===== src/rtl/core/spp_pkg.sv =====
`default_nettype none
// ----------------------------------------------------------------------------
// Servo position PID package
// Shared constants, register index codes and the structs passed between the
// servo position PID stages.
// ----------------------------------------------------------------------------
package spp_pkg;

   localparam int POSITION_MAX_DEFAULT       = 4096;
   localparam int OUTPUT_LIMIT_DEFAULT       = 255;
   localparam int GAIN_FRACTION_BITS_DEFAULT = 8;

   localparam int INTEG_W     = 16;
   localparam int GAIN_W      = 16;
   localparam int LIMIT_W     = 16;
   localparam int DEADBAND_W  = 8;
   localparam int WINDUP_W    = 15;
   localparam int CSR_INDEX_W = 3;
   localparam int CSR_DATA_W  = 16;

   localparam logic [WINDUP_W-1:0] WINDUP_RESET = '1;

   typedef enum logic [CSR_INDEX_W-1:0] {
      CSR_DEADBAND      = 3'd0,
      CSR_PROP_GAIN     = 3'd1,
      CSR_INTEG_GAIN    = 3'd2,
      CSR_DERIV_GAIN    = 3'd3,
      CSR_LOWER_LIMIT   = 3'd4,
      CSR_UPPER_LIMIT   = 3'd5,
      CSR_REVERSE_SENSE = 3'd6,
      CSR_WINDUP_LIMIT  = 3'd7
   } csr_reg_type;

   typedef struct packed {
      logic [DEADBAND_W-1:0] deadband;
      logic [GAIN_W-1:0]     prop_gain;
      logic [GAIN_W-1:0]     integ_gain;
      logic [GAIN_W-1:0]     deriv_gain;
      logic [LIMIT_W-1:0]    lower_limit;
      logic [LIMIT_W-1:0]    upper_limit;
      logic                  reverse_sense;
      logic [WINDUP_W-1:0]   windup_limit;
   } cfg_type;

   typedef struct packed {
      logic                      outside;
      logic signed [INTEG_W-1:0] err;
      logic signed [INTEG_W-1:0] integ;
      logic signed [INTEG_W-1:0] deriv;
   } terms_type;

endpackage
`default_nettype wire


===== src/rtl/core/spp_error_stage.sv =====
`default_nettype none
// ----------------------------------------------------------------------------
// Servo position PID error stage
// Mirrors and clamps the target, forms the position error and derivative,
// updates the wind-up limited integral and registers the three terms.
// ----------------------------------------------------------------------------
module spp_error_stage #(
   parameter int POSITION_MAX = spp_pkg::POSITION_MAX_DEFAULT
) (
   input  logic                              clock,
   input  logic                              reset,
   input  spp_pkg::cfg_type                  cfg,
   input  logic                              load,
   input  logic [$clog2(POSITION_MAX+1)-1:0] measured_position,
   input  logic [$clog2(POSITION_MAX+1)-1:0] target_position,
   input  logic                              tick,
   output spp_pkg::terms_type                terms
);
   import spp_pkg::*;

   localparam int POS_W = $clog2(POSITION_MAX + 1);
   localparam int SW    = POS_W + 1;
   localparam int SUM_W = INTEG_W + 1;
   localparam logic signed [SW-1:0] PMAX = SW'(POSITION_MAX);

   logic                      started_ff, started_in;
   logic [POS_W-1:0]          last_ff, last_in;
   logic signed [INTEG_W-1:0] integ_ff, integ_in;
   terms_type                 terms_ff, terms_in;

   logic signed [SW-1:0]      pos_s, tgt_raw, lo_raw, hi_raw;
   logic signed [SW-1:0]      tgt_m, lo_m, hi_m;
   logic signed [SW-1:0]      clamp_lo, clamp_hi, clamp_zero, tgt_c;
   logic signed [SW-1:0]      last_s, err, deriv, db_s;
   logic signed [INTEG_W-1:0] integ_base, integ_tick;
   logic signed [SUM_W-1:0]   sum, wl_s, sum_c;
   logic                      outside;

   always_comb begin
      pos_s   = $signed({1'b0, measured_position});
      tgt_raw = $signed({1'b0, target_position});
      lo_raw  = $signed({1'b0, cfg.lower_limit[POS_W-1:0]});
      hi_raw  = $signed({1'b0, cfg.upper_limit[POS_W-1:0]});

      if (cfg.reverse_sense) begin
         tgt_m = PMAX - tgt_raw;
         lo_m  = PMAX - lo_raw;
         hi_m  = PMAX - hi_raw;
      end else begin
         tgt_m = tgt_raw;
         lo_m  = lo_raw;
         hi_m  = hi_raw;
      end

      clamp_lo   = (tgt_m < lo_m) ? lo_m : tgt_m;
      clamp_hi   = (clamp_lo > hi_m) ? hi_m : clamp_lo;
      clamp_zero = (clamp_hi < $signed(SW'(0))) ? $signed(SW'(0)) : clamp_hi;
      tgt_c      = (clamp_zero > PMAX) ? PMAX : clamp_zero;

      last_s     = started_ff ? $signed({1'b0, last_ff}) : pos_s;
      integ_base = started_ff ? integ_ff : $signed(INTEG_W'(0));

      err   = tgt_c - pos_s;
      deriv = last_s - pos_s;

      sum  = SUM_W'(integ_base) + SUM_W'(err);
      wl_s = $signed({2'b00, cfg.windup_limit});
      if (sum < -wl_s) begin
         sum_c = -wl_s;
      end else if (sum > wl_s) begin
         sum_c = wl_s;
      end else begin
         sum_c = sum;
      end
      integ_tick = tick ? sum_c[INTEG_W-1:0] : integ_base;

      db_s    = $signed({{(SW - DEADBAND_W){1'b0}}, cfg.deadband});
      outside = (err > db_s) || (err < -db_s);

      started_in = 1'b1;
      last_in    = measured_position;
      integ_in   = outside ? integ_tick : $signed(INTEG_W'(0));

      terms_in.outside = outside;
      terms_in.err     = INTEG_W'(err);
      terms_in.integ   = integ_tick;
      terms_in.deriv   = INTEG_W'(deriv);
   end

   always_ff @(posedge clock) begin
      if (reset) begin
         started_ff <= 1'b0;
         last_ff    <= '0;
         integ_ff   <= '0;
      end else if (load) begin
         started_ff <= started_in;
         last_ff    <= last_in;
         integ_ff   <= integ_in;
      end
   end

   always_ff @(posedge clock) begin
      if (load) begin
         terms_ff <= terms_in;
      end
   end

   assign terms = terms_ff;

endmodule
`default_nettype wire


===== src/rtl/core/spp_drive_stage.sv =====
`default_nettype none
// ----------------------------------------------------------------------------
// Servo position PID drive stage
// Weights the three terms by their gains, drops the gain fraction and
// saturates the sum into the registered drive value, or gives zero inside the deadband.
// ----------------------------------------------------------------------------
module spp_drive_stage #(
   parameter int OUTPUT_LIMIT       = spp_pkg::OUTPUT_LIMIT_DEFAULT,
   parameter int GAIN_FRACTION_BITS = spp_pkg::GAIN_FRACTION_BITS_DEFAULT
) (
   input  logic                                      clock,
   input  logic                                      load,
   input  spp_pkg::cfg_type                          cfg,
   input  spp_pkg::terms_type                        terms,
   output logic signed [$clog2(OUTPUT_LIMIT+1):0]    drive
);
   import spp_pkg::*;

   localparam int DRIVE_W = $clog2(OUTPUT_LIMIT + 1) + 1;
   localparam int MUL_W   = INTEG_W + GAIN_W + 1;
   localparam int ACC_W   = MUL_W + 2;
   localparam logic signed [ACC_W-1:0] LIM_POS = ACC_W'(OUTPUT_LIMIT);
   localparam logic signed [ACC_W-1:0] LIM_NEG = -LIM_POS;

   logic signed [MUL_W-1:0]   prod_p, prod_i, prod_d;
   logic signed [ACC_W-1:0]   acc, acc_shift, acc_sat;
   logic signed [DRIVE_W-1:0] drive_ff, drive_in;

   always_comb begin
      prod_p = $signed(terms.err)   * $signed({1'b0, cfg.prop_gain});
      prod_i = $signed(terms.integ) * $signed({1'b0, cfg.integ_gain});
      prod_d = $signed(terms.deriv) * $signed({1'b0, cfg.deriv_gain});

      acc       = ACC_W'(prod_p) + ACC_W'(prod_i) + ACC_W'(prod_d);
      acc_shift = acc >>> GAIN_FRACTION_BITS;

      if (acc_shift > LIM_POS) begin
         acc_sat = LIM_POS;
      end else if (acc_shift < LIM_NEG) begin
         acc_sat = LIM_NEG;
      end else begin
         acc_sat = acc_shift;
      end

      drive_in = terms.outside ? acc_sat[DRIVE_W-1:0] : $signed(DRIVE_W'(0));
   end

   always_ff @(posedge clock) begin
      if (load) begin
         drive_ff <= drive_in;
      end
   end

   assign drive = drive_ff;

endmodule
`default_nettype wire


===== src/rtl/core/servo_position_pid.sv =====
`default_nettype none
// ----------------------------------------------------------------------------
// Servo position PID controller
// Position servo loop with target mirroring, limit clamping, wind-up limited
// integral, deadband and saturated signed drive output.
// ----------------------------------------------------------------------------
// The block takes one position beat per clock while req_stall is low and
// returns one drive beat for each, in order, through an input register, a
// term register holding error, integral and derivative, and the drive register.
// The integral and previous-position state close their loop inside the term
// stage, so consecutive beats see each other's updates at full rate. Stalls
// on the result side reach back combinationally through full stages, and
// the input is stalled only when every stage is full. Configuration writes
// are always ready and must be issued while no beat is in flight.
module servo_position_pid #(
   parameter int POSITION_MAX       = spp_pkg::POSITION_MAX_DEFAULT,
   parameter int OUTPUT_LIMIT       = spp_pkg::OUTPUT_LIMIT_DEFAULT,
   parameter int GAIN_FRACTION_BITS = spp_pkg::GAIN_FRACTION_BITS_DEFAULT
) (
   input  logic                                   clock,
   input  logic                                   reset,

   input  logic                                   req_valid,
   output logic                                   req_stall,
   input  logic [$clog2(POSITION_MAX+1)-1:0]      req_measured_position,
   input  logic [$clog2(POSITION_MAX+1)-1:0]      req_target_position,
   input  logic                                   req_tick,

   output logic                                   rsp_valid,
   input  logic                                   rsp_stall,
   output logic signed [$clog2(OUTPUT_LIMIT+1):0] rsp_drive,

   input  logic                                   csr_valid,
   output logic                                   csr_ready,
   input  logic [spp_pkg::CSR_INDEX_W-1:0]        csr_index,
   input  logic [spp_pkg::CSR_DATA_W-1:0]         csr_wdata
);
   import spp_pkg::*;

   localparam int POS_W = $clog2(POSITION_MAX + 1);

   cfg_type          cfg_ff, cfg_in, cfg_reset;
   logic             s0_valid_ff, s0_valid_in;
   logic             s1_valid_ff, s1_valid_in;
   logic             rsp_valid_ff, rsp_valid_in;
   logic [POS_W-1:0] pos_ff, tgt_ff;
   logic             tick_ff;
   logic             adv1, adv2, req_accept, s1_load, out_load;
   terms_type        terms;

   assign csr_ready = 1'b1;

   always_comb begin
      cfg_reset              = '0;
      cfg_reset.upper_limit  = LIMIT_W'(POSITION_MAX);
      cfg_reset.windup_limit = WINDUP_RESET;
   end

   always_comb begin
      cfg_in = cfg_ff;
      if (csr_valid) begin
         case (csr_reg_type'(csr_index))
            CSR_DEADBAND:      cfg_in.deadband      = csr_wdata[DEADBAND_W-1:0];
            CSR_PROP_GAIN:     cfg_in.prop_gain     = csr_wdata[GAIN_W-1:0];
            CSR_INTEG_GAIN:    cfg_in.integ_gain    = csr_wdata[GAIN_W-1:0];
            CSR_DERIV_GAIN:    cfg_in.deriv_gain    = csr_wdata[GAIN_W-1:0];
            CSR_LOWER_LIMIT:   cfg_in.lower_limit   = LIMIT_W'(csr_wdata[POS_W-1:0]);
            CSR_UPPER_LIMIT:   cfg_in.upper_limit   = LIMIT_W'(csr_wdata[POS_W-1:0]);
            CSR_REVERSE_SENSE: cfg_in.reverse_sense = csr_wdata[0];
            CSR_WINDUP_LIMIT:  cfg_in.windup_limit  = csr_wdata[WINDUP_W-1:0];
            default:           cfg_in = cfg_ff;
         endcase
      end
   end

   always_ff @(posedge clock) begin
      if (reset) begin
         cfg_ff <= cfg_reset;
      end else begin
         cfg_ff <= cfg_in;
      end
   end

   always_comb begin
      adv2       = !rsp_valid_ff || !rsp_stall;
      adv1       = !s1_valid_ff || adv2;
      req_stall  = s0_valid_ff && !adv1;
      req_accept = req_valid && !req_stall;
      s1_load    = s0_valid_ff && adv1;
      out_load   = s1_valid_ff && adv2;

      s0_valid_in  = (!s0_valid_ff || adv1) ? req_valid : s0_valid_ff;
      s1_valid_in  = adv1 ? s0_valid_ff : s1_valid_ff;
      rsp_valid_in = adv2 ? s1_valid_ff : rsp_valid_ff;
   end

   always_ff @(posedge clock) begin
      if (reset) begin
         s0_valid_ff  <= 1'b0;
         s1_valid_ff  <= 1'b0;
         rsp_valid_ff <= 1'b0;
      end else begin
         s0_valid_ff  <= s0_valid_in;
         s1_valid_ff  <= s1_valid_in;
         rsp_valid_ff <= rsp_valid_in;
      end
   end

   always_ff @(posedge clock) begin
      if (req_accept) begin
         pos_ff  <= req_measured_position;
         tgt_ff  <= req_target_position;
         tick_ff <= req_tick;
      end
   end

   spp_error_stage #(
      .POSITION_MAX (POSITION_MAX)
   ) u_error (
      .clock             (clock),
      .reset             (reset),
      .cfg               (cfg_ff),
      .load              (s1_load),
      .measured_position (pos_ff),
      .target_position   (tgt_ff),
      .tick              (tick_ff),
      .terms             (terms)
   );

   spp_drive_stage #(
      .OUTPUT_LIMIT       (OUTPUT_LIMIT),
      .GAIN_FRACTION_BITS (GAIN_FRACTION_BITS)
   ) u_drive (
      .clock (clock),
      .load  (out_load),
      .cfg   (cfg_ff),
      .terms (terms),
      .drive (rsp_drive)
   );

   assign rsp_valid = rsp_valid_ff;

endmodule
`default_nettype wire


===== config.mk =====
export PLATFORM = sky130hd
export DESIGN_NAME = servo_position_pid
export DESIGN_NICKNAME = d
export VERILOG_FILES = /design/src/rtl/core/spp_pkg.sv /design/src/rtl/core/spp_error_stage.sv /design/src/rtl/core/spp_drive_stage.sv /design/src/rtl/core/servo_position_pid.sv
export SDC_FILE = /design/constraint.sdc
export NUM_CORES = 2
export LEC_CHECK = 0
export BUFFER_PORTS_ARGS = -buffer_cell sky130_fd_sc_hd__buf_2
export CAP_MARGIN = 20
export CORE_UTILIZATION = 65
export CTS_CLUSTER_SIZE = 16
export DETAILED_ROUTE_END_ITERATION = 10
export PLACE_DENSITY = 0.9
export SETUP_SLACK_MARGIN = 0.4
export SYNTH_ARGS = -nofsm -noshare
export SYNTH_HDL_FRONTEND = slang
export SYNTH_SLANG_ARGS = --single-unit

===== constraint.sdc =====
create_clock -name clock -period 26.4 [get_ports clock]
set_input_delay 2.64 -clock clock [delete_from_list [all_inputs] [get_ports clock]]
set_output_delay 2.64 -clock clock [all_outputs]
set_load 0.005 [all_outputs]

==> run metrics <==
status completed; Flop pwr share 0.141; Yosys reg bits 212; drt first pass iters 6; CTS Root Cell clkbuf_16; clock-pin slew on the worst setup and hold paths 60 ps; Clock Skew 15.9 ps; CP Class register to register; Internal Power 1.60 mW; pins over their slew limit 0; area grow syn2layout 4.38%; Setup crit end u_error.terms[20]; Fillers 4,199; die area 59,100 um2; EDFF count, synth 81; CP peak stage delay 840 ps; CP endpoint kind register; fin crit share 0.487; Slew @ Worst Pin 1070 ps; Die X 243 um; share of cells above drive strength 1 0.0359; first-pass GRT wire length 171,000 um; Starting Density 0.656; R2R Path End u_error.terms[20]; clock share of power 0.102; Fmax 77.8 MHz; Worst EP required 26,700 ps; ys async rst share 0; total of max-cap violations 0; maximum vdd drop 155 uV; worst-path fanout max 31; fin util 0.685; CTS H-tree depth 1; Seq/Total Area, Yosys 0.134; gr usage total 0.379; final net count 5,321; Vias 30,300; Synth Flop Type dfxtp_1; clk sinks 212; CTS tree yes; RR Startpoint tgt_ff[3]; Post-CTS Setup Repair Bufs 0; drt initial violations 2,572; WP data arrival 13,160 ps; largest net degree at the start of global routing 81; setup TNS 0 ps; Synth cell types 84; Reg area 5050 um2; Rel. slew slack 0.287; antenna violations before repair 0; crit path time final 12,850 ps; R2R depth 44; RSZ-0062 raised after global routing no; power share of the combinational group 0.757; DP HPWL 86,700 um; Critical Path Source Type register; switching share of power 0.533; routed length per instance 21.8 um; Sw Pwr 1.83 mW; LEAKAGE 19.1 nW; RePlAce Congestion 1.00; Slowest-stage cell, CP a211oi_1; R2R setup slack 13,550 ps; pwr/cell area 87.0 nW/um2; Post-Syn Instances 4,259; Multi-input gate area 29,100 um2; clock buffer depth 3; Final Setup Violations 0; number of port buffers 61; average via count per standard cell 6.07; # DRC 0; total gr overflow 0; boundary pin count 63; total core area 57,600 um2; Post-Syn Area 37,800 um2; Num CTS Buffers 24; class of the worst hold path register to register; syn_nets 5,369; count of final hold-check violations 0; syn avg cell area 8.88 um2; ANT nets after route 0; vias in the first global route 32,500; YS warnings 0; Worst-Skew Late Latency 560 ps; Critical path origin tgt_ff[3]; Cell Rows 88; WL final 109,000 um; CTS resizes 0; hold_buf cts 0; Vert. Die Dim 243 um
==> layout by cell type, fill, tap and decap left out, drive strengths merged, types with 26 or more instances in the layout <==
| cell | synthesis | routed |
|---|---|---|
| and2 | 289 | 289 |
| nand3 | 33 | 33 |
| nor2 | 123 | 123 |
| xnor2 | 67 | 67 |
| xor2 | 46 | 46 |
| nand2 | 742 | 742 |
| buf | 13 | 81 |
| a21oi | 181 | 181 |
| o21ai | 91 | 91 |
| ha | 407 | 407 |
| inv | 821 | 824 |
| dfxtp | 131 | 131 |
| nand2b | 58 | 58 |
| edfxtp | 81 | 81 |
| clkbuf | 142 | 35 |
| mux2i | 26 | 26 |
| a21o | 33 | 33 |
| fa | 652 | 652 |
==> cells in the mapped netlist (4+ instances only) <==
| library cell | number | area share |
|---|---|---|
| o21a_1 | 15 | 0.0030 |
| or2_2 | 10 | 0.0017 |
| o31ai_1 | 11 | 0.0022 |
| nand2_1 | 742 | 0.074 |
| or3_1 | 11 | 0.0018 |
| a2111oi_0 | 6 | 0.0014 |
| clkbuf_1 | 142 | 0.014 |
| o21ai_0 | 89 | 0.012 |
| o41ai_1 | 11 | 0.0025 |
| nor2b_1 | 19 | 0.0031 |
| nand2b_1 | 58 | 0.0096 |
| edfxtp_1 | 81 | 0.064 |
| nor2_1 | 122 | 0.012 |
| nand4_1 | 22 | 0.0036 |
| fa_1 | 652 | 0.35 |
| a22o_1 | 7 | 0.0016 |
| buf_1 | 5 | 0.00050 |
| dfxtp_1 | 131 | 0.069 |
| a31oi_1 | 12 | 0.0020 |
| buf_2 | 5 | 0.00066 |
| mux2i_1 | 26 | 0.0069 |
| o21bai_1 | 7 | 0.0014 |
| xnor2_1 | 67 | 0.016 |
| nand3_1 | 33 | 0.0044 |
| nand3b_1 | 20 | 0.0040 |
| o221ai_1 | 9 | 0.0021 |
| xor2_1 | 45 | 0.010 |
| o211ai_1 | 11 | 0.0022 |
| a21o_1 | 33 | 0.0066 |
| a21boi_0 | 6 | 0.0012 |
| o211a_1 | 4 | 0.0011 |
| a211oi_1 | 10 | 0.0020 |
| a22oi_1 | 4 | 0.00079 |
| and2_1 | 289 | 0.048 |
| nor4_1 | 14 | 0.0023 |
| inv_1 | 821 | 0.082 |
| or4_1 | 5 | 0.00099 |
| ha_1 | 407 | 0.13 |
| nor3_1 | 24 | 0.0032 |
| and3_1 | 13 | 0.0022 |
| a21oi_1 | 181 | 0.024 |
| a221oi_1 | 5 | 0.0012 |
| and4_1 | 7 | 0.0016 |
| o22ai_1 | 6 | 0.00099 |
==> logic make-up after synthesis <==
logic type,count (synthesis),share of synthesized area
flip-flops,212,0.134
AND/OR/NAND/NOR,1405,0.176
adder cells (fa/ha/maj),1060,0.480
multiplexers,28,0.00748
buffers and inverters,976,0.0975
AO/OA/AOI/OAI,463,0.0782
XOR/XNOR,114,0.0270
other,1,0.0000992
==> registers in the layout (all words and copies together) (netlist names) <==
register	cells
cfg_ff	98
pos_ff	13
rsp_valid	1
s0_valid_ff	1
s1_valid_ff	1
tgt_ff	13
tick_ff	1
u_drive.drive	9
u_error.integ_ff	16
u_error.last_ff	13
u_error.started_ff	1
u_error.terms	45
==> metrics by stage <==
| stage | setup WS (ps) | instances | hold slack, ps | power (mW) | area [um2] |
|---|---|---|---|---|---|
| after global placement | 13840 | 4949 | 440 | 2.90 | 38600 |
| after global routing | 12520 | 4994 | 470 | 3.69 | 39500 |
| after floorplan | 14990 | 4259 | 425 | 2.27 | 37800 |
| after CTS | 13650 | 4993 | 455 | 3.35 | 39400 |
| final | 13550 | 4996 | 456 | 3.43 | 39500 |
| after detailed placement | 13680 | 4949 | 447 | 2.98 | 38600 |
==> metal layers <==
layer	share of wire	wire (um)	global-route usage
met5	0	0	0
met4	0.095	10300	0.299
met3	0.10	10800	0.0882
met2	0.48	51700	0.630
met1	0.33	35900	0.418
==> critical path: cells and delay by family (launching register included) <==
family	cells	cell delay, ps
AO/OA/AOI/OAI	18	5620
AND/OR/NAND/NOR	18	4180
adder cells (fa/ha/maj)	5	1380
XOR/XNOR	2	710
flip-flops	1	450
multiplexers	1	220
==> power by group through the flow <==
stage               registers, mW  clock network (mW)  logic [mW]
floorplan                   0.423                   0        1.84
global placement            0.477                   0        2.43
detailed placement          0.482                   0        2.50
CTS                         0.475               0.352        2.52
global route                0.484               0.365        2.84
finish                      0.483               0.351        2.60
==> how the worst min path moves through the flow <==
stage	slack [ps]	to	start	cells after the start
floorplan	420	u_error.integ_ff[11]	u_error.integ_ff[11]	2
global placement	440	u_error.integ_ff[11]	u_error.integ_ff[11]	2
detailed placement	450	u_error.last_ff[8]	u_error.last_ff[8]	2
CTS	460	u_error.last_ff[8]	u_error.last_ff[8]	2
global route	470	u_error.last_ff[12]	u_error.last_ff[12]	2
finish	460	u_error.last_ff[8]	u_error.last_ff[8]	2
==> area by class of cell <==
class | count | area share
Clock inverter | 9 | 0.00244
Inverter | 821 | 0.0781
Multi-Input combinational cell | 3071 | 0.737
Sequential cell | 212 | 0.128
Timing Repair Buffer | 81 | 0.0117
Antenna cell | 2 | 0.000127
Tap cell | 765 | 0.0243
Clock buffer | 35 | 0.0186
(Power assumes the default switching activity.)
